==> config.mk <==
export PLATFORM = sky130hd
export DESIGN_NAME = psd_ctrl
export DESIGN_NICKNAME = d
export VERILOG_FILES = /design/src/rtl/core/psd_pkg.sv /design/src/rtl/core/psd_ctrl.sv
export SDC_FILE = /design/constraint.sdc
export NUM_CORES = 1
export LEC_CHECK = 0
export ABC_CLOCK_PERIOD_IN_PS = 1000
export CAP_MARGIN = 40
export CORE_AREA = 2 2 39 41
export CTS_BUF_LIST = sky130_fd_sc_hd__clkbuf_8
export DETAILED_ROUTE_END_ITERATION = 10
export DIE_AREA = 0 0 41 43
export DONT_BUFFER_PORTS = 1
export HOLD_SLACK_MARGIN = 0.15
export PLACE_DENSITY_LB_ADDON = 0.1
export SETUP_SLACK_MARGIN = 0.05
export SLEW_MARGIN = 20
export SYNTH_ARGS = -nofsm -noshare
export SYNTH_HDL_FRONTEND = slang
export SYNTH_SLANG_ARGS = --single-unit
==> constraint.sdc <==
create_clock -name clk -period 1 [get_ports clk]
set_input_delay 0.15 -clock clk [delete_from_list [all_inputs] [get_ports clk]]
set_output_delay 0.15 -clock clk [all_outputs]
set_load 0.02 [all_outputs]
==> src/rtl/core/psd_pkg.sv <==
// ----------------------------------------------------------------------------
// psd_pkg
// Shared types and constants of the ping-pong stereo delay: register
// indexes, Q0.16 gain limits and the command and status groups between the
// sequencer and the datapath.
// ----------------------------------------------------------------------------
package psd_pkg;

  // Configuration port widths
  localparam int CFG_INDEX_W = 3;
  localparam int CFG_DATA_W  = 17;

  // Register indexes
  localparam logic [CFG_INDEX_W-1:0] CFG_DELAY    = 3'd0;
  localparam logic [CFG_INDEX_W-1:0] CFG_FEEDBACK = 3'd1;
  localparam logic [CFG_INDEX_W-1:0] CFG_MIX      = 3'd2;
  localparam logic [CFG_INDEX_W-1:0] CFG_LOWPASS  = 3'd3;
  localparam logic [CFG_INDEX_W-1:0] CFG_BYPASS   = 3'd4;

  // Q0.16 gain limits and rounding offset
  localparam logic [15:0] FB_CAP     = 16'd64225;
  localparam logic [16:0] UNITY      = 17'd65536;
  localparam int          ROUND_HALF = 32768;
  localparam int          Q_SHIFT    = 16;

  // Gain settings after clamping
  typedef struct packed {
    logic [15:0] feedback;
    logic [16:0] mix;
    logic [16:0] coeff;
    logic        bypass;
  } psd_gain_t;

  // Sequencer to datapath
  typedef struct packed {
    logic load;      // capture input pair, issue line read
    logic filter;    // lowpass and mix products
    logic feedback;  // update lowpass, feedback product, output value
    logic commit;    // write lines, advance index, hand over result
    logic pass;      // hand over the input pair unchanged
  } psd_cmd_t;

  // Datapath to sequencer
  typedef struct packed {
    logic out_free;
    logic bypass;
  } psd_stat_t;

endpackage

==> src/rtl/core/psd_ctrl.sv <==
// ----------------------------------------------------------------------------
// psd_ctrl
// Sequencer: steps one item through read, filter, feedback and commit, or
// straight to hand-over in bypass.
// ----------------------------------------------------------------------------
module psd_ctrl (
  input  logic               clk,
  input  logic               rst,
  input  logic               in_valid,
  output logic               in_ready,
  input  psd_pkg::psd_stat_t stat,
  output psd_pkg::psd_cmd_t  cmd
);
  import psd_pkg::*;

  typedef enum logic [2:0] {
    S_IDLE,
    S_FILTER,
    S_FEEDBACK,
    S_COMMIT,
    S_PASS
  } state_t;

  state_t state;

  // Decode commands from state
  assign in_ready     = (state == S_IDLE);
  assign cmd.load     = in_valid && in_ready;
  assign cmd.filter   = (state == S_FILTER);
  assign cmd.feedback = (state == S_FEEDBACK);
  assign cmd.commit   = (state == S_COMMIT) && stat.out_free;
  assign cmd.pass     = (state == S_PASS) && stat.out_free;

  // Advance state
  always_ff @(posedge clk) begin
    if (rst) begin
      state <= S_IDLE;
    end else begin
      unique case (state)
        S_IDLE: begin
          if (in_valid) begin
            state <= stat.bypass ? S_PASS : S_FILTER;
          end
        end
        S_FILTER: begin
          state <= S_FEEDBACK;
        end
        S_FEEDBACK: begin
          state <= S_COMMIT;
        end
        S_COMMIT: begin
          if (stat.out_free) begin
            state <= S_IDLE;
          end
        end
        S_PASS: begin
          if (stat.out_free) begin
            state <= S_IDLE;
          end
        end
        default: begin
          state <= S_IDLE;
        end
      endcase
    end
  end

  a_one_cmd: assert property (@(posedge clk) disable iff (rst)
    $onehot0({cmd.load, cmd.filter, cmd.feedback, cmd.commit, cmd.pass}))
    else $error("more than one datapath command at once");

  a_load_path: assert property (@(posedge clk) disable iff (rst)
    cmd.load && !stat.bypass |=> cmd.filter ##1 cmd.feedback)
    else $error("processed item skipped a step");

  a_load_pass: assert property (@(posedge clk) disable iff (rst)
    cmd.load && stat.bypass |=> state == S_PASS)
    else $error("bypassed item did not go to hand-over");

endmodule

==> flow_summary.json <==
{
  "run_status": "finished with violations",
  "failed_checks": "negative setup slack",
  "gr-usage-all-layers": 0.0974,
  "timing.final.crit_period_ps": 1140,
  "worstHoldPathType": "primary input to register",
  "grt_start_max_net_pins": 9,
  "syn-cell-area_um2": 176,
  "layout-area-overhead-vs-synth_pct": 123,
  "wl_per_cell_um": 12.6,
  "fin_worst_hold_slack_ps": 162,
  "place.port_buffers": 0,
  "core.rowCount": 14,
  "root_buffer": "sky130_fd_sc_hd__clkbuf_8",
  "maxClockFrequency_mhz": 877,
  "detail_route.iter0.violations": 1,
  "grt_antenna_before_repair": 0,
  "fin_tns_setup_ps": -643,
  "grt_pass1_wl_um": 1110,
  "fp.dieW_um": 41,
  "worstReg2RegStart": "state[2]",
  "final_layout_size_suffix_gt1_frac": 0.727,
  "fin_cells": 49,
  "timing.setup.critical_path_class": "register to output port",
  "synth_cell_type_count": 14,
  "cellLeakagePower_nw": 0.172,
  "yosysSeqAreaShare": 0.340,
  "finalHoldViolations": 0,
  "finalSetupViolations": 6,
  "synthCells": 19,
  "whs_path_depth": 2,
  "critical_path.n_buffers_inverters": 2,
  "first_global_vias": 247,
  "drc": 0,
  "synthXorXnorAreaFrac": 0,
  "finalMaxSlewViolations": 0,
  "r2r_depth": 2,
  "cell_chain_critical_path": "buf_6 > nor3b_2 > buf_4",
  "cp_data_arrival_time_ps": 990,
  "core_area_um2": 1380,
  "synthesis.yosys.warnings": 0,
  "place_congestion": 0.689,
  "slew_headroom": 0.849,
  "drt_first_pass_iters": 2,
  "routed_wl_um": 615,
  "top_reg_by_flops": "state",
  "finalInstanceArea_um2": 394,
  "tightestPinTransition_ps": 227,
  "crit_path_max_incr_delay_ps": 330,
  "synth-seq-cells": 3,
  "launch_point_of_the_critical_path": "state[2]",
  "crit_required_ps": 850,
  "route.detailed.vias_per_inst": 4.02,
  "floorplan.die.height_um": 43,
  "cts.sink_count": 3,
  "largest_fanout_on_the_critical_path": 6,
  "cells_after_dpl": 40,
  "detailed_place_hpwl_um": 409,
  "largest_register_ffs": 3,
  "clk_path_buf_depth": 2,
  "worst_case_hold_path_end_point": "state[1]",
  "fin_total_pwr_w": 0.000649,
  "max_cap_violations": 0,
  "grt_overflow": 0,
  "fin_worst_skew_ps": 0.362,
  "place_area_um2": 260,
  "cp-start-kind": "register",
  "synth-adder-area-share": 0,
  "design.final.nets": 39,
  "synth_top_family_by_area": "simple AND/OR/NAND/NOR gates",
  "final_antenna_net_count": 0,
  "holdCritStartpoint": "stat[1]",
  "complex_gate_fraction_of_the_synthesized_area": 0.170,
  "synthesis.nets": 24,
  "routed-via-count": 197,
  "crit_path_top_delay_cell": "sky130_fd_sc_hd__dfxtp_2",
  "reg2reg_setup_slack_ps": 60,
  "biggestRegsByFlops": "state x3",
  "post-route-worst-setup-slack_ps": -141,
  "synth-simple-area-share": 0.489,
  "critPathTopFamily": "flip-flops",
  "source_to_sink_clock_delay_at_the_later_pin_of_the_worst_skew_pair_ps": 210,
  "htree_num_levels": 1,
  "grt_setup_unrepaired": "yes",
  "timing.critical_path.to_type": "output port",
  "final_min_period_over_clock_period": 1.14,
  "post_synth.cell_area_avg_um2": 9.29,
  "diodes": 0,
  "muxShareOfSynthArea": 0,
  "worst_ir_drop_on_vdd_mv": 0.736,
  "tritoncts": "done",
  "clkSlewWorstSetupHoldPaths_ps": 30,
  "io_pins": 11,
  "tritoncts.num_buffers": 3,
  "fp.dieArea_um2": 1760,
  "starting_density_of_the_core": 0.127,
  "power_per_cell_area_nw_per_um2": 1650,
  "reg2reg_to": "state[2]"
}
[worst register-to-register path: stages, from the launching register on]
cell	delay [ps]
sky130_fd_sc_hd__dfxtp_2	330
sky130_fd_sc_hd__nand3b_1	200
sky130_fd_sc_hd__a2111oi_4	290
[placed cells by master (no fill, tap or decap)]
master,instances
sky130_fd_sc_hd__nand2b_1,1
sky130_fd_sc_hd__and2_4,1
sky130_fd_sc_hd__nor3_4,1
sky130_fd_sc_hd__a2111oi_4,1
sky130_fd_sc_hd__nor2_1,1
sky130_fd_sc_hd__dfxtp_2,1
sky130_fd_sc_hd__dlymetal6s4s_1,1
sky130_fd_sc_hd__buf_6,3
sky130_fd_sc_hd__nor4_1,1
sky130_fd_sc_hd__inv_1,1
sky130_fd_sc_hd__dfxtp_4,2
sky130_fd_sc_hd__nand3b_1,1
sky130_fd_sc_hd__clkbuf_8,3
sky130_fd_sc_hd__and3_1,1
sky130_fd_sc_hd__nor3b_2,3
sky130_fd_sc_hd__buf_4,6
sky130_fd_sc_hd__o21a_1,1
sky130_fd_sc_hd__nor2_4,1
sky130_fd_sc_hd__and3_4,1
sky130_fd_sc_hd__a21boi_0,1
sky130_fd_sc_hd__and4b_2,1
[worst max-delay path by stage]
stage / to / slack [ps] / depth (start not counted)
after global placement: cmd[3] / 40 / 3
after global routing: cmd[4] / -200 / 3
final: cmd[2] / -140 / 3
after CTS: cmd[3] / -150 / 3
after detailed placement: cmd[3] / 40 / 3
after floorplan: cmd[4] / -30 / 2
[cell type report]
| cell class | count | area [um^2] |
|---|---|---|
| multi-input cells | 16 | 169 |
| fillers | 149 | 990 |
| well taps | 16 | 20.0 |
| clock buffers | 3 | 41.3 |
| flip-flops and latches | 3 | 68.8 |
| repair buffers | 10 | 91.3 |
| clock inverters | 1 | 3.75 |
[power by group]
part,switching (W),total (W),internal [W]
Clock,0.0000759,0.000337,0.000261
Combinational,0.0000679,0.000158,0.0000902
Sequential,0.0000235,0.000154,0.000130
[stage by stage]
step,util,setup WS (ps)
after floorplan,-,-25.7
after global placement,0.188,43.3
after detailed placement,0.188,41.1
after CTS,0.279,-152
after global routing,0.285,-196
final,0.285,-141
[kinds of logic after synthesis]
group,Yosys count
AOI/OAI and AO/OA,3
DFF,3
and+or+nand+nor,13
[what timing repair did]
| item | in CTS | in global routing |
|---|---|---|
| setup buffers | 4 | 0 |
| cloned | 0 | 0 |
| hold buffers | 1 | 0 |
| pin swaps | 3 | 3 |
| resized for setup | 11 | 2 |
| setup endpoints to repair | 7 | 8 |
| endpoints found under the hold margin | 3 | 0 |
[Yosys cell counts]
library cell                count  area share
sky130_fd_sc_hd__dfxtp_1        3        0.34
sky130_fd_sc_hd__nor3b_1        3        0.13
sky130_fd_sc_hd__nor2_1         2       0.043
sky130_fd_sc_hd__a2111oi_2      1       0.085
sky130_fd_sc_hd__a21boi_0       1       0.043
sky130_fd_sc_hd__and2_1         1       0.035
sky130_fd_sc_hd__and3_1         1       0.035
sky130_fd_sc_hd__and3_2         1       0.043
sky130_fd_sc_hd__and4b_2        1       0.064
sky130_fd_sc_hd__nand2b_1       1       0.035
sky130_fd_sc_hd__nand3b_1       1       0.043
sky130_fd_sc_hd__nor3_1         1       0.028
sky130_fd_sc_hd__nor4_1         1       0.035
sky130_fd_sc_hd__o21a_1         1       0.043
[metal layers]
| layer | share of wire | track usage |
|---|---|---|
| met1 | 0.37 | 0.103 |
| met2 | 0.56 | 0.134 |
| met3 | 0.070 | 0.0419 |
| met4 | 0 | 0.0933 |
| met5 | 0 | 0 |
Power figures use the tool's default switching activity.
