--- src/rtl/core/psd_pkg.sv ---
// ----------------------------------------------------------------------------
// psd_pkg
// Shared types and constants of the ping-pong stereo delay: register
// indexes, Q0.16 gain limits and the command and status groups between the
// sequencer and the datapath.
// ----------------------------------------------------------------------------
package psd_pkg;

  // Configuration port widths
  localparam int CFG_INDEX_W = 3;
  localparam int CFG_DATA_W  = 17;

  // Register indexes
  localparam logic [CFG_INDEX_W-1:0] CFG_DELAY    = 3'd0;
  localparam logic [CFG_INDEX_W-1:0] CFG_FEEDBACK = 3'd1;
  localparam logic [CFG_INDEX_W-1:0] CFG_MIX      = 3'd2;
  localparam logic [CFG_INDEX_W-1:0] CFG_LOWPASS  = 3'd3;
  localparam logic [CFG_INDEX_W-1:0] CFG_BYPASS   = 3'd4;

  // Q0.16 gain limits and rounding offset
  localparam logic [15:0] FB_CAP     = 16'd64225;
  localparam logic [16:0] UNITY      = 17'd65536;
  localparam int          ROUND_HALF = 32768;
  localparam int          Q_SHIFT    = 16;

  // Gain settings after clamping
  typedef struct packed {
    logic [15:0] feedback;
    logic [16:0] mix;
    logic [16:0] coeff;
    logic        bypass;
  } psd_gain_t;

  // Sequencer to datapath
  typedef struct packed {
    logic load;      // capture input pair, issue line read
    logic filter;    // lowpass and mix products
    logic feedback;  // update lowpass, feedback product, output value
    logic commit;    // write lines, advance index, hand over result
    logic pass;      // hand over the input pair unchanged
  } psd_cmd_t;

  // Datapath to sequencer
  typedef struct packed {
    logic out_free;
    logic bypass;
  } psd_stat_t;

endpackage

--- src/rtl/core/psd_cfg.sv ---
// ----------------------------------------------------------------------------
// psd_cfg
// Configuration registers. Values are clamped to their legal range when
// written, so the datapath sees usable settings only.
// ----------------------------------------------------------------------------
module psd_cfg #(
  parameter int LINE_DEPTH = 32768
) (
  input  logic                               clk,
  input  logic                               rst,
  input  logic                               wr_valid,
  output logic                               wr_ready,
  input  logic [psd_pkg::CFG_INDEX_W-1:0]    wr_index,
  input  logic [psd_pkg::CFG_DATA_W-1:0]     wr_data,
  output logic [$clog2(LINE_DEPTH)-1:0]      delay,
  output psd_pkg::psd_gain_t                 gain
);
  import psd_pkg::*;

  localparam int AW = $clog2(LINE_DEPTH);

  logic [AW-1:0] delay_next;
  logic [14:0]   delay_raw;

  assign wr_ready  = 1'b1;
  assign delay_raw = wr_data[14:0];

  // Clamp delay into 1 .. LINE_DEPTH-1
  always_comb begin
    priority if (delay_raw == 15'd0) begin
      delay_next = AW'(1);
    end else if (32'(delay_raw) > 32'(LINE_DEPTH - 1)) begin
      delay_next = AW'(LINE_DEPTH - 1);
    end else begin
      delay_next = AW'(delay_raw);
    end
  end

  // Hold register values, update on write
  always_ff @(posedge clk) begin
    if (rst) begin
      delay       <= AW'(1);
      gain.feedback <= '0;
      gain.mix    <= '0;
      gain.coeff  <= UNITY;
      gain.bypass <= 1'b0;
    end else if (wr_valid) begin
      unique case (wr_index)
        CFG_DELAY: begin
          delay <= delay_next;
        end
        CFG_FEEDBACK: begin
          gain.feedback <= (wr_data[15:0] > FB_CAP) ? FB_CAP : wr_data[15:0];
        end
        CFG_MIX: begin
          gain.mix <= (wr_data > UNITY) ? UNITY : wr_data;
        end
        CFG_LOWPASS: begin
          gain.coeff <= (wr_data > UNITY) ? UNITY : wr_data;
        end
        CFG_BYPASS: begin
          gain.bypass <= wr_data[0];
        end
        default: begin
        end
      endcase
    end
  end

endmodule

--- config.mk ---
export PLATFORM = sky130hd
export DESIGN_NAME = psd_cfg
export DESIGN_NICKNAME = d
export VERILOG_FILES = /design/src/rtl/core/psd_pkg.sv /design/src/rtl/core/psd_cfg.sv
export SDC_FILE = /design/constraint.sdc
export NUM_CORES = 1
export LEC_CHECK = 0
export BUFFER_PORTS_ARGS = -buffer_cell sky130_fd_sc_hd__clkbuf_2
export CORE_AREA = 2 2 80 121
export CTS_CLUSTER_SIZE = 25
export DETAILED_ROUTE_END_ITERATION = 7
export DIE_AREA = 0 0 82 123
export GPL_ROUTABILITY_DRIVEN = 1
export PLACE_DENSITY = 0.6
export SETUP_SLACK_MARGIN = 0.15
export SYNTH_ARGS = -nofsm -noshare
export SYNTH_HDL_FRONTEND = slang
export SYNTH_SLANG_ARGS = --single-unit
--- constraint.sdc ---
create_clock -name clk -period 2 [get_ports clk]
set_input_delay 0.6 -clock clk [delete_from_list [all_inputs] [get_ports clk]]
set_output_delay 0.6 -clock clk [all_outputs]
set_load 0.02 [all_outputs]
==> results of run 1 <==
cell type report:
class | count | area [um2]
well taps | 112 | 140.1
inverters | 1 | 3.754
multi-input cells | 234 | 1217
flip-flops and latches | 66 | 1321
repair buffers | 102 | 558.0
clock inverters | 2 | 10.01
clock buffers | 14 | 274.0
fillers | 948 | 5514
synth_stat cells (all sizes together):
library cell / number
nand3b: 1
o211ai: 1
nor4b: 1
nand2: 108
mux2i: 1
o311ai: 1
nand4b: 1
clkbuf: 11
dfxtp: 66
a21oi: 56
buf: 13
a32o: 4
and4: 1
inv: 1
nand4: 3
nand4bb: 2
or4b: 1
o21bai: 2
nor4bb: 2
a211o: 1
nor4: 6
nor2: 7
and4bb: 1
nor3: 8
nor2b: 16
a21o: 1
or4: 1
conb: 1
and4b: 1
a211oi: 6
logic make-up (layout without fill, tap and decap cells):
kind of cell           Yosys count  count (layout)  share of synthesized area
AND/OR/NAND/NOR                160             160                     0.2952
buffers and inverters           25             119                    0.04708
other                            1               1                   0.001411
AO/OA/AOI/OAI                   72              72                     0.1554
multiplexers                     1               1                   0.003767
flip-flops                      66              66                     0.4972
routing by layer:
metal | global-route usage | share of wire | vias up
li1 | - | - | 1283
met1 | 0.1865 | 0.42 | 1211
met2 | 0.2683 | 0.52 | 64
met3 | 0.03650 | 0.040 | 14
met4 | 0.08750 | 0.027 | 0
met5 | 0 | 0 | -
per-stage QoR:
| stage | setup WS, ps | hold slack (ps) | utilization | area (um2) |
|---|---|---|---|---|
| floorplan | 365.0 | 529.1 | - | 2658 |
| global placement | 141.7 | 444.2 | 0.3585 | 3241 |
| detailed placement | 138.5 | 446.7 | 0.3585 | 3241 |
| CTS | 464.0 | 453.7 | 0.3900 | 3525 |
| global route | 413.7 | 478.5 | 0.3900 | 3525 |
| finish | 450.9 | 450.7 | 0.3900 | 3525 |
how the worst min path moves through the flow:
stage | start | endpoint | slack (ps) | cells past startpoint
after global placement | gain[1] | gain[1] | 440 | 2
after floorplan | gain[43] | gain[43] | 530 | 2
after global routing | gain[5] | gain[5] | 480 | 2
after CTS | gain[8] | gain[8] | 450 | 2
final | gain[33] | gain[33] | 450 | 2
after detailed placement | gain[8] | gain[8] | 450 | 2
worst reg2reg max path, delay by kind of cell (launching register included):
family,cells,cell delay [ps]
flip-flops,1,350
AND/OR/NAND/NOR,2,340
placed cells by master (no fill, tap or decap), types with 2 or more instances in the layout:
cell type / instances
a211oi_1: 6
a21oi_1: 56
a32o_1: 4
buf_4: 13
clkbuf_1: 2
clkbuf_16: 9
clkbuf_2: 88
clkbuf_8: 3
clkinv_2: 2
dfxtp_1: 66
nand2_1: 98
nand2_2: 10
nand4_1: 3
nand4bb_1: 2
nor2_1: 7
nor2b_1: 16
nor3_1: 8
nor4_1: 6
o21bai_1: 2
registers in the layout, indices dropped and copies added (netlist names):
| signal | count |
|---|---|
| gain | 51 |
| delay | 15 |
power by group through the flow:
| stage | combinational, mW | sequential (mW) | clock, mW |
|---|---|---|---|
| final | 0.246 | 1.36 | 1.46 |
| after global placement | 0.243 | 1.38 | 0 |
| after global routing | 0.271 | 1.36 | 1.55 |
| after CTS | 0.248 | 1.36 | 1.50 |
| after detailed placement | 0.247 | 1.38 | 0 |
| after floorplan | 0.108 | 1.41 | 0 |
==> summary.md, run 1 <==
| Metric | Value |
|---|---|
| Critical Path AT | 1740 ps |
| Gp weighted congestion | 0.7747 |
| Post-CTS Resized | 0 |
| Max IR drop VDD | 0.4240 mV |
| Gr ovfl total | 0 |
| Total negative setup slack | 0 ps |
| Final setup fails | 0 |
| Root buf cell | clkbuf_16 |
| CTS tree | built |
| Clk slew on worst S/H paths | 50 ps |
| Crit path cell chain | clkbuf_2, or4b_1, buf_12, nand2_2, a21oi_1 |
| Mapped Area | 0.002658 mm2 |
| Die area | 0.01009 mm2 |
| IO buf count | 88 |
| Setup CP Type | input port to flop |
| First-pass GRT wire length | 12.11 mm |
| R2r worst-path depth | 2 |
| Fmax | 645.5 MHz |
| H-tree Lvls | 3 |
| Final Hold Viols | 0 |
| Power Density | 869.8 mW/mm2 |
| Initial DRC Count | 107 |
| Seq cells post-synth | 66 |
| Switch Pwr | 0.7059 mW |
| Finished Layout Cells | 531 |
| Leakage power | 1.410 nW |
| Placed Cells | 515 |
| Final count of pins violating max slew | 0 |
| Initial Utilization | 0.2940 |
| CP delay by family, top | simple AND/OR/NAND/NOR gates |
| Data required time of the worst path | 2190 ps |
| Switching share of power | 0.2303 |
| Synth Instances | 325 |
| Crit share post-route | 0.7746 |
| Avg Vias per Cell | 4.844 |
| Tmin final | 1549 ps |
| Critical Path Source Type | input port |
| # rows | 43 |
| RSZ-0062 raised after global routing | false |
| Area delta synth->final | 32.63% |
| Core area | 0.009039 mm2 |
| Later-pin clock latency in the skew report | 320 ps |
| Crit-path max FO | 10 |
| Largest net degree at the start of global routing | 30 |
| Combinational share of power | 0.080 |
| Buffers and inverters on the worst path | 2 |
| Pwr Total | 3.066 mW |
| Synth top area cells | dfxtp_1 50%, nand2_1 14%, a21oi_1 11% |
| Post-synth net total | 348 |
| Vias | 2,572 |
| Critical path depth | 5 |
| Initial antenna violation count | 0 |
| WL per Instance | 14.47 um |
| Worst setup EP type | flop |
| Vias in the first global route | 2,380 |
| Clock Tree Buf Depth | 2 |
| # DRC | 0 |
| Reg-to-reg endpoint | gain[40] |
| Hpwl dp | 5.729 mm |
| CP max-delay cell | or4b_1 |
| Seq/Total Area, Yosys | 0.4972 |
| Reg2Reg Launch Point | gain[40] |
| GR Util All Layers | 0.1605 |
| Critical Path Sink | delay[12] |
| Clock sink count | 66 |
| Post-CTS Hold Fix Bufs | 0 |
| CP startpoint | wr_valid |
| Synth top area share | 0.4972 |
| Synth Area per Inst | 8.177 um2 |
| Synth area leader | dfxtp_1 |
| Antenna-violating nets left | 0 |
| Setup Buffers After CTS | 0 |
| Crit-path max cell delay | 630 ps |
| Nets@finish | 437 |
| Hold Path Class | flop to flop |
| Inserted Clock Buffers | 9 |
| Syn. warnings | 0 |
| R2R setup slack | 1210 ps |
| Diode count | 0 |
| IO Count | 90 |
| Final WL | 7.684 mm |
| Sequential Power Share | 0.442 |
| Share of layout cells above drive strength 1 | 0.3079 |
| Die width | 82 um |
| Initial DRT Pass Iterations | 4 |
| Clock power share | 0.478 |
| Max-Cap Viols | 0 |
| Int Pwr | 2.360 mW |
| Yosys cell types | 34 |
| Clock Skews | 0 ps |
| Die height | 123 um |
| Status | finished, final reports clean |
(Power assumes the default switching activity.)
==> inputs of run 2 (changes only) <==
clock period = 1.5 ns   (was 2 ns; I/O delays follow)
==> run 2 against run 1 <==
Effect of this change: count of clock-buffer cells in the layout is the same; non-clock buffer count grew 14; register-to-register slack lost 510 ps; critical path type is now flop to primary output; highest routed layer unchanged.
==> summary.md, run 2 (synthesized netlist as in run 1, its figures left out) <==
| Metric | Value |
|---|---|
| Hpwl dp | 5.900 mm (+3.0%) |
| Antenna-violating nets left | 0 (unchanged) |
| Diode count | 0 (unchanged) |
| CP max-delay cell | dfxtp_1 |
| Nets@finish | 451 (+3.2%) |
| Hold Path Class | input port to flop |
| Tmin final | 1325 ps |
| Clock Skews | 0 ps (unchanged) |
| Crit-path max FO | 2 (-8) |
| Top flop regs | gain: 51 flops, delay: 15 flops |
| Gr ovfl total | 0 (unchanged) |
| Critical Path Sink | gain[28] |
| Clock sink count | 66 (unchanged) |
| Final setup fails | 0 (unchanged) |
| Critical path depth | 1 (-4) |
| Max reg flops | 51 (unchanged) |
| Status | finished, final reports clean |
| Vias in the first global route | 2,430 (+2.1%) |
| H-tree Lvls | 3 (unchanged) |
| Clk slew on worst S/H paths | 50 ps (about the same) |
| CP delay by family, top | flip-flops |
| Critical Path Source Type | flop |
| CTS tree | built |
| Multi-input logic area | 0.001234 mm2 (+1.3%) |
| Slew @ Worst Pin | 625.6 ps |
| Initial DRT Pass Iterations | 4 (unchanged) |
| Initial Utilization | 0.2940 (unchanged) |
| CP startpoint | gain[28] |
| Crit share post-route | 0.8831 |
| Core area | 0.009039 mm2 (unchanged) |
| Most flop-heavy register | gain |
| Design area | 0.003685 mm2 (+4.5%) |
| Most common cell after layout, fill and taps aside | nand2_1 |
| Fill count | 956 (+0.84%) |
| Reg2Reg Launch Point | gain[42] |
| Vias | 2,572 (unchanged) |
| First-pass GRT wire length | 12.08 mm (-0.28%) |
| RSZ-0062 raised after global routing | true |
| IO buf count | 88 (unchanged) |
| Clock Tree Buf Depth | 2 (unchanged) |
| Max IR drop VDD | 0.5501 mV (+30%) |
| # rows | 43 (unchanged) |
| Commonest non-fill, non-tap cells in the layout | 98 x nand2_1, 76 x clkbuf_2, 65 x dfxtp_1 |
| Crit-path max cell delay | 360 ps (-270 ps) |
| Avg Vias per Cell | 4.719 (-2.6%) |
| WL per Instance | 14.16 um (-2.1%) |
| Initial antenna violation count | 0 (unchanged) |
| Area delta synth->final | 38.65% |
| Later-pin clock latency in the skew report | 330 ps (about the same) |
| Initial DRC Count | 152 (+42%) |
| Inserted Clock Buffers | 9 (unchanged) |
| R2R setup slack | 700 ps (-510 ps) |
| Finished Layout Cells | 545 (+2.6%) |
| Die area | 0.01009 mm2 (unchanged) |
| Fmax | 754.9 MHz |
| Crit path cell chain | clkbuf_2 |
| Root buf cell | clkbuf_16 |
| # DRC | 0 (unchanged) |
| Max-Cap Viols | 0 (unchanged) |
| Power Density | 1126 mW/mm2 (+29%) |
| Reg area | 0.001323 mm2 (about the same) |
| R2r worst-path depth | 2 (unchanged) |
| Final Hold Viols | 0 (unchanged) |
| Post-CTS Hold Fix Bufs | 0 (unchanged) |
| Final count of pins violating max slew | 0 (unchanged) |
| Largest net degree at the start of global routing | 29 (-3.3%) |
| Setup CP Type | flop to primary output |
| Pwr Total | 4.148 mW (+35%) |
| Die width | 82 um (unchanged) |
| Critical Path AT | 870 ps (-870 ps) |
| Die height | 123 um (unchanged) |
| Placed Cells | 529 (+2.7%) |
| GR Util All Layers | 0.1592 (-0.001296) |
| Worst setup EP type | primary output |
| Final WL | 7.719 mm (+0.46%) |
| Data required time of the worst path | 1050 ps (-1140 ps) |
| IO Count | 90 (unchanged) |
| Util after Layout | 0.4077 (+0.01772) |
| Slew HR | 0.5791 |
| Reg-to-reg endpoint | gain[42] |
| Buffers and inverters on the worst path | 1 (-1) |
| Cell area after placement | 0.003374 mm2 (+4.1%) |
| Share of layout cells above drive strength 1 | 0.3395 (+0.03162) |
| Gp weighted congestion | 0.8199 (+5.8%) |
| Leakage power | 1.495 nW (+6.0%) |
==> run 2: cell count changes in the layout (fill, tap and decap cells not counted), moves of 2 or more <==
cell      delta
clkbuf_2    -12
buf_4       +16
buf_12       +2
buf_2        +7
==> run 2: timing repair <==
action	4_1_cts	5_1_grt
endpoints found under the setup margin	1	14
resized for setup	2	18
setup buffers	0	0
==> run 2: layer usage <==
layer / wire (um) / GRT usage / up-vias / share of wire
met5: 0 / 0 / - / 0
met3: 363 / 0.04380 / 16 / 0.047
li1: - / - / 1306 / -
met1: 3177 / 0.1820 / 1182 / 0.41
met2: 3978 / 0.2673 / 68 / 0.52
met4: 199 / 0.08021 / 0 / 0.026
==> run 2: layout make-up <==
class	instances	area share
well taps	112	0.03803
clock buffers	14	0.07436
inverters	1	0.001019
clock inverters	2	0.002716
flip-flops and latches	66	0.3589
repair buffers	116	0.1902
multi-input cells	234	0.3348
==> run 2: power breakdown <==
part	internal, mW	switching, mW
combinational	0.141	0.224
sequential	1.79	0.0193
clock	1.25	0.729
==> run 2: how the worst min path moves through the flow <==
| stage | start | endpoint | slack [ps] | depth (start not counted) |
|---|---|---|---|---|
| final | wr_data[8] | delay[8] | 390 | 3 |
| after global routing | wr_data[2] | delay[2] | 390 | 3 |
| after CTS | wr_data[8] | delay[8] | 390 | 3 |
| after detailed placement | gain[7] | gain[7] | 450 | 2 |
| after global placement | gain[34] | gain[34] | 440 | 2 |
| after floorplan | gain[43] | gain[43] | 530 | 2 |
==> run 2: stage by stage <==
stage	hold slack (ps)	setup slack, ps	TNS (ps)
after CTS	388.5	153.0	0
final	394.0	175.3	0
after global placement	443.9	-80.86	-1494
after detailed placement	448.3	-121.7	-2727
after floorplan	529.1	27.93	0
after global routing	389.6	147.5	0
==> inputs of run 3 (changes only) <==
GPL_TIMING_DRIVEN = 0   (was unset)
==> run 3 against run 2 <==
Effect of this change: clock skew unchanged; non-clock buffer count down 3; highest routed layer unchanged; global-route usage hardly changed; wire length rose by 1.6%; critical path type unchanged.
==> summary.md, run 3 (synthesized netlist as in run 1, its figures left out) <==
| Metric | Value |
|---|---|
| Crit path cell chain | clkbuf_2 |
| Hold depth | 3 (unchanged) |
| Crit share post-route | 0.8859 (+0.002777) |
| Met1 Track Usage GR | 0.1804 (-0.001623) |
| Design area | 0.003615 mm2 (-1.9%) |
| Crit-path max FO | 2 (unchanged) |
| GR Layer Usage met2 | 0.2622 (-0.005081) |
| Initial DRC Count | 121 (-20%) |
| IO buf count | 86 (-2.3%) |
| Cell area after placement | 0.003252 mm2 (-3.6%) |
| Sequential Power Share | 0.429 (-0.007) |
| Share of layout cells above drive strength 1 | 0.3163 (-0.02321) |
| Worst setup EP type | primary output |
| Hold path start | wr_data[15] |
| Most flop-heavy register | gain |
| Switching share of power | 0.2289 (-0.005364) |
| First-pass GRT wire length | 11.96 mm (-0.92%) |
| Crit-path max cell delay | 360 ps (about the same) |
| # DRC | 0 (unchanged) |
| CP delay by family, top | flip-flops |
| Max reg flops | 51 (unchanged) |
| Combinational share of power | 0.081 (-0.007) |
| Root buf cell | clkbuf_16 |
| Diode count | 0 (unchanged) |
| Post-CTS Hold Fix Bufs | 0 (unchanged) |
| Vias in the first global route | 2,339 (-3.7%) |
| Switch Pwr | 0.9638 mW (-0.83%) |
| Slew HR | 0.5877 (+0.008673) |
| Vias | 2,595 (+0.89%) |
| Area delta synth->final | 36.02% |
| Reg-to-reg endpoint | gain[40] |
| Die height | 123 um (unchanged) |
| Nets@finish | 448 (-0.67%) |
| Initial DRT Pass Iterations | 4 (unchanged) |
| Initial antenna violation count | 0 (unchanged) |
| Reg2Reg Launch Point | gain[40] |
| IO Count | 90 (unchanged) |
| Int Pwr | 3.247 mW (+2.2%) |
| Total negative setup slack | 0 ps (unchanged) |
| Final count of pins violating max slew | 0 (unchanged) |
| Later-pin clock latency in the skew report | 330 ps (about the same) |
| Largest net degree at the start of global routing | 11 (-62%) |
| Commonest non-fill, non-tap cells in the layout | 98 x nand2_1, 87 x clkbuf_2, 66 x dfxtp_1 |
| Most common cell after layout, fill and taps aside | nand2_1 |
| Fmax | 752.5 MHz (-0.31%) |
| Final Hold Viols | 0 (unchanged) |
| Max IR drop VDD | 0.6587 mV (+20%) |
| Util after Layout | 0.3999 (-0.007752) |
| Avg Vias per Cell | 4.788 (+1.5%) |
| Clock sink count | 66 (unchanged) |
| Power Density | 1165 mW/mm2 (+3.5%) |
| Hold Path Class | input port to flop |
| Initial Utilization | 0.2940 (unchanged) |
| R2r worst-path depth | 2 (unchanged) |
| Buffers and inverters on the worst path | 1 (unchanged) |
| Slew @ Worst Pin | 612.7 ps (-12.89 ps) |
| CTS tree | built |
| Core area | 0.009039 mm2 (unchanged) |
| Pwr Total | 4.210 mW (+1.5%) |
| Clock Tree Buf Depth | 2 (unchanged) |
| Clk slew on worst S/H paths | 50 ps (about the same) |
| Die area | 0.01009 mm2 (unchanged) |
| Final WL | 7.843 mm (+1.6%) |
| H-tree Lvls | 3 (unchanged) |
| GRT busiest layer | met2 |
| Hpwl dp | 5.982 mm (+1.4%) |
| Status | finished, final reports clean |
| WL per Instance | 14.47 um (+2.2%) |
| Critical Path AT | 880 ps (about the same) |
| Leakage power | 1.452 nW (-2.8%) |
| Critical Path Source Type | flop |
| Grt met3 use | 0.04161 (-0.002190) |
| Max-Cap Viols | 0 (unchanged) |
| Clock power share | 0.490 (+0.013) |
| Die width | 82 um (unchanged) |
| Top flop regs | gain: 51 flops, delay: 15 flops |
| # rows | 43 (unchanged) |
| R2R setup slack | 780 ps (+80 ps) |
| Antenna-violating nets left | 0 (unchanged) |
| Clock Skews | 0 ps (unchanged) |
| Final setup fails | 0 (unchanged) |
| Hold Path Sink | gain[50] |
| RSZ-0062 raised after global routing | true |
| Inserted Clock Buffers | 9 (unchanged) |
| Gr ovfl total | 0 (unchanged) |
| Tmin final | 1329 ps (+4.166 ps) |
| Data required time of the worst path | 1050 ps (about the same) |
| Setup CP Type | flop to primary output |
| GR Util All Layers | 0.1596 (+0.0003413) |
| Gp weighted congestion | 0.8314 (+1.4%) |
| CP max-delay cell | dfxtp_1 |
## run 3: layout make-up
type / count / area (um2)
multi-input combinational: 234 / 1220
clock buffer: 15 / 297.8
fill: 965 / 5424
sequential: 66 / 1321
buffer: 24 / 160.2
tap: 112 / 140.1
inverter: 1 / 3.754
clock inverter: 1 / 5.005
timing repair buffer: 89 / 466.7
## run 3: timing repair
action                     4_1_cts  5_1_grt
pin swaps                        0        1
resized for setup                4       14
setup endpoints to repair       20       26
setup buffers                    1        2
hold endpoints to repair         0        0
## run 3: worst max-delay path by stage
stage	from	end	cells past startpoint
after floorplan	wr_index[2]	delay[10]	5
after global placement	wr_index[2]	gain[16]	5
after detailed placement	wr_index[2]	gain[13]	5
after CTS	delay[11]	delay[11]	1
after global routing	wr_index[1]	gain[42]	6
final	gain[35]	gain[35]	1
## run 3: metrics by stage
step / setup WS (ps) / hold slack, ps / instances
global route: 94.70 / 400.1 / 542
floorplan: 27.93 / 529.1 / 325
CTS: 158.6 / 376.9 / 540
global placement: -215.8 / 442.2 / 523
finish: 171.1 / 389.2 / 542
detailed placement: -230.1 / 444.2 / 523
## run 3: power groups by stage
stage,sequential [mW],combinational [mW],clock [mW]
floorplan,1.88,0.149,0
global placement,1.84,0.326,0
detailed placement,1.84,0.329,0
CTS,1.81,0.335,2.10
global route,1.81,0.374,2.18
finish,1.81,0.341,2.06
## run 3: layer usage
metal / part of all wire / vias up
met1: 0.38 / 1199
met2: 0.51 / 76
li1: - / 1298
met5: 0 / -
met4: 0.041 / 0
met3: 0.061 / 22
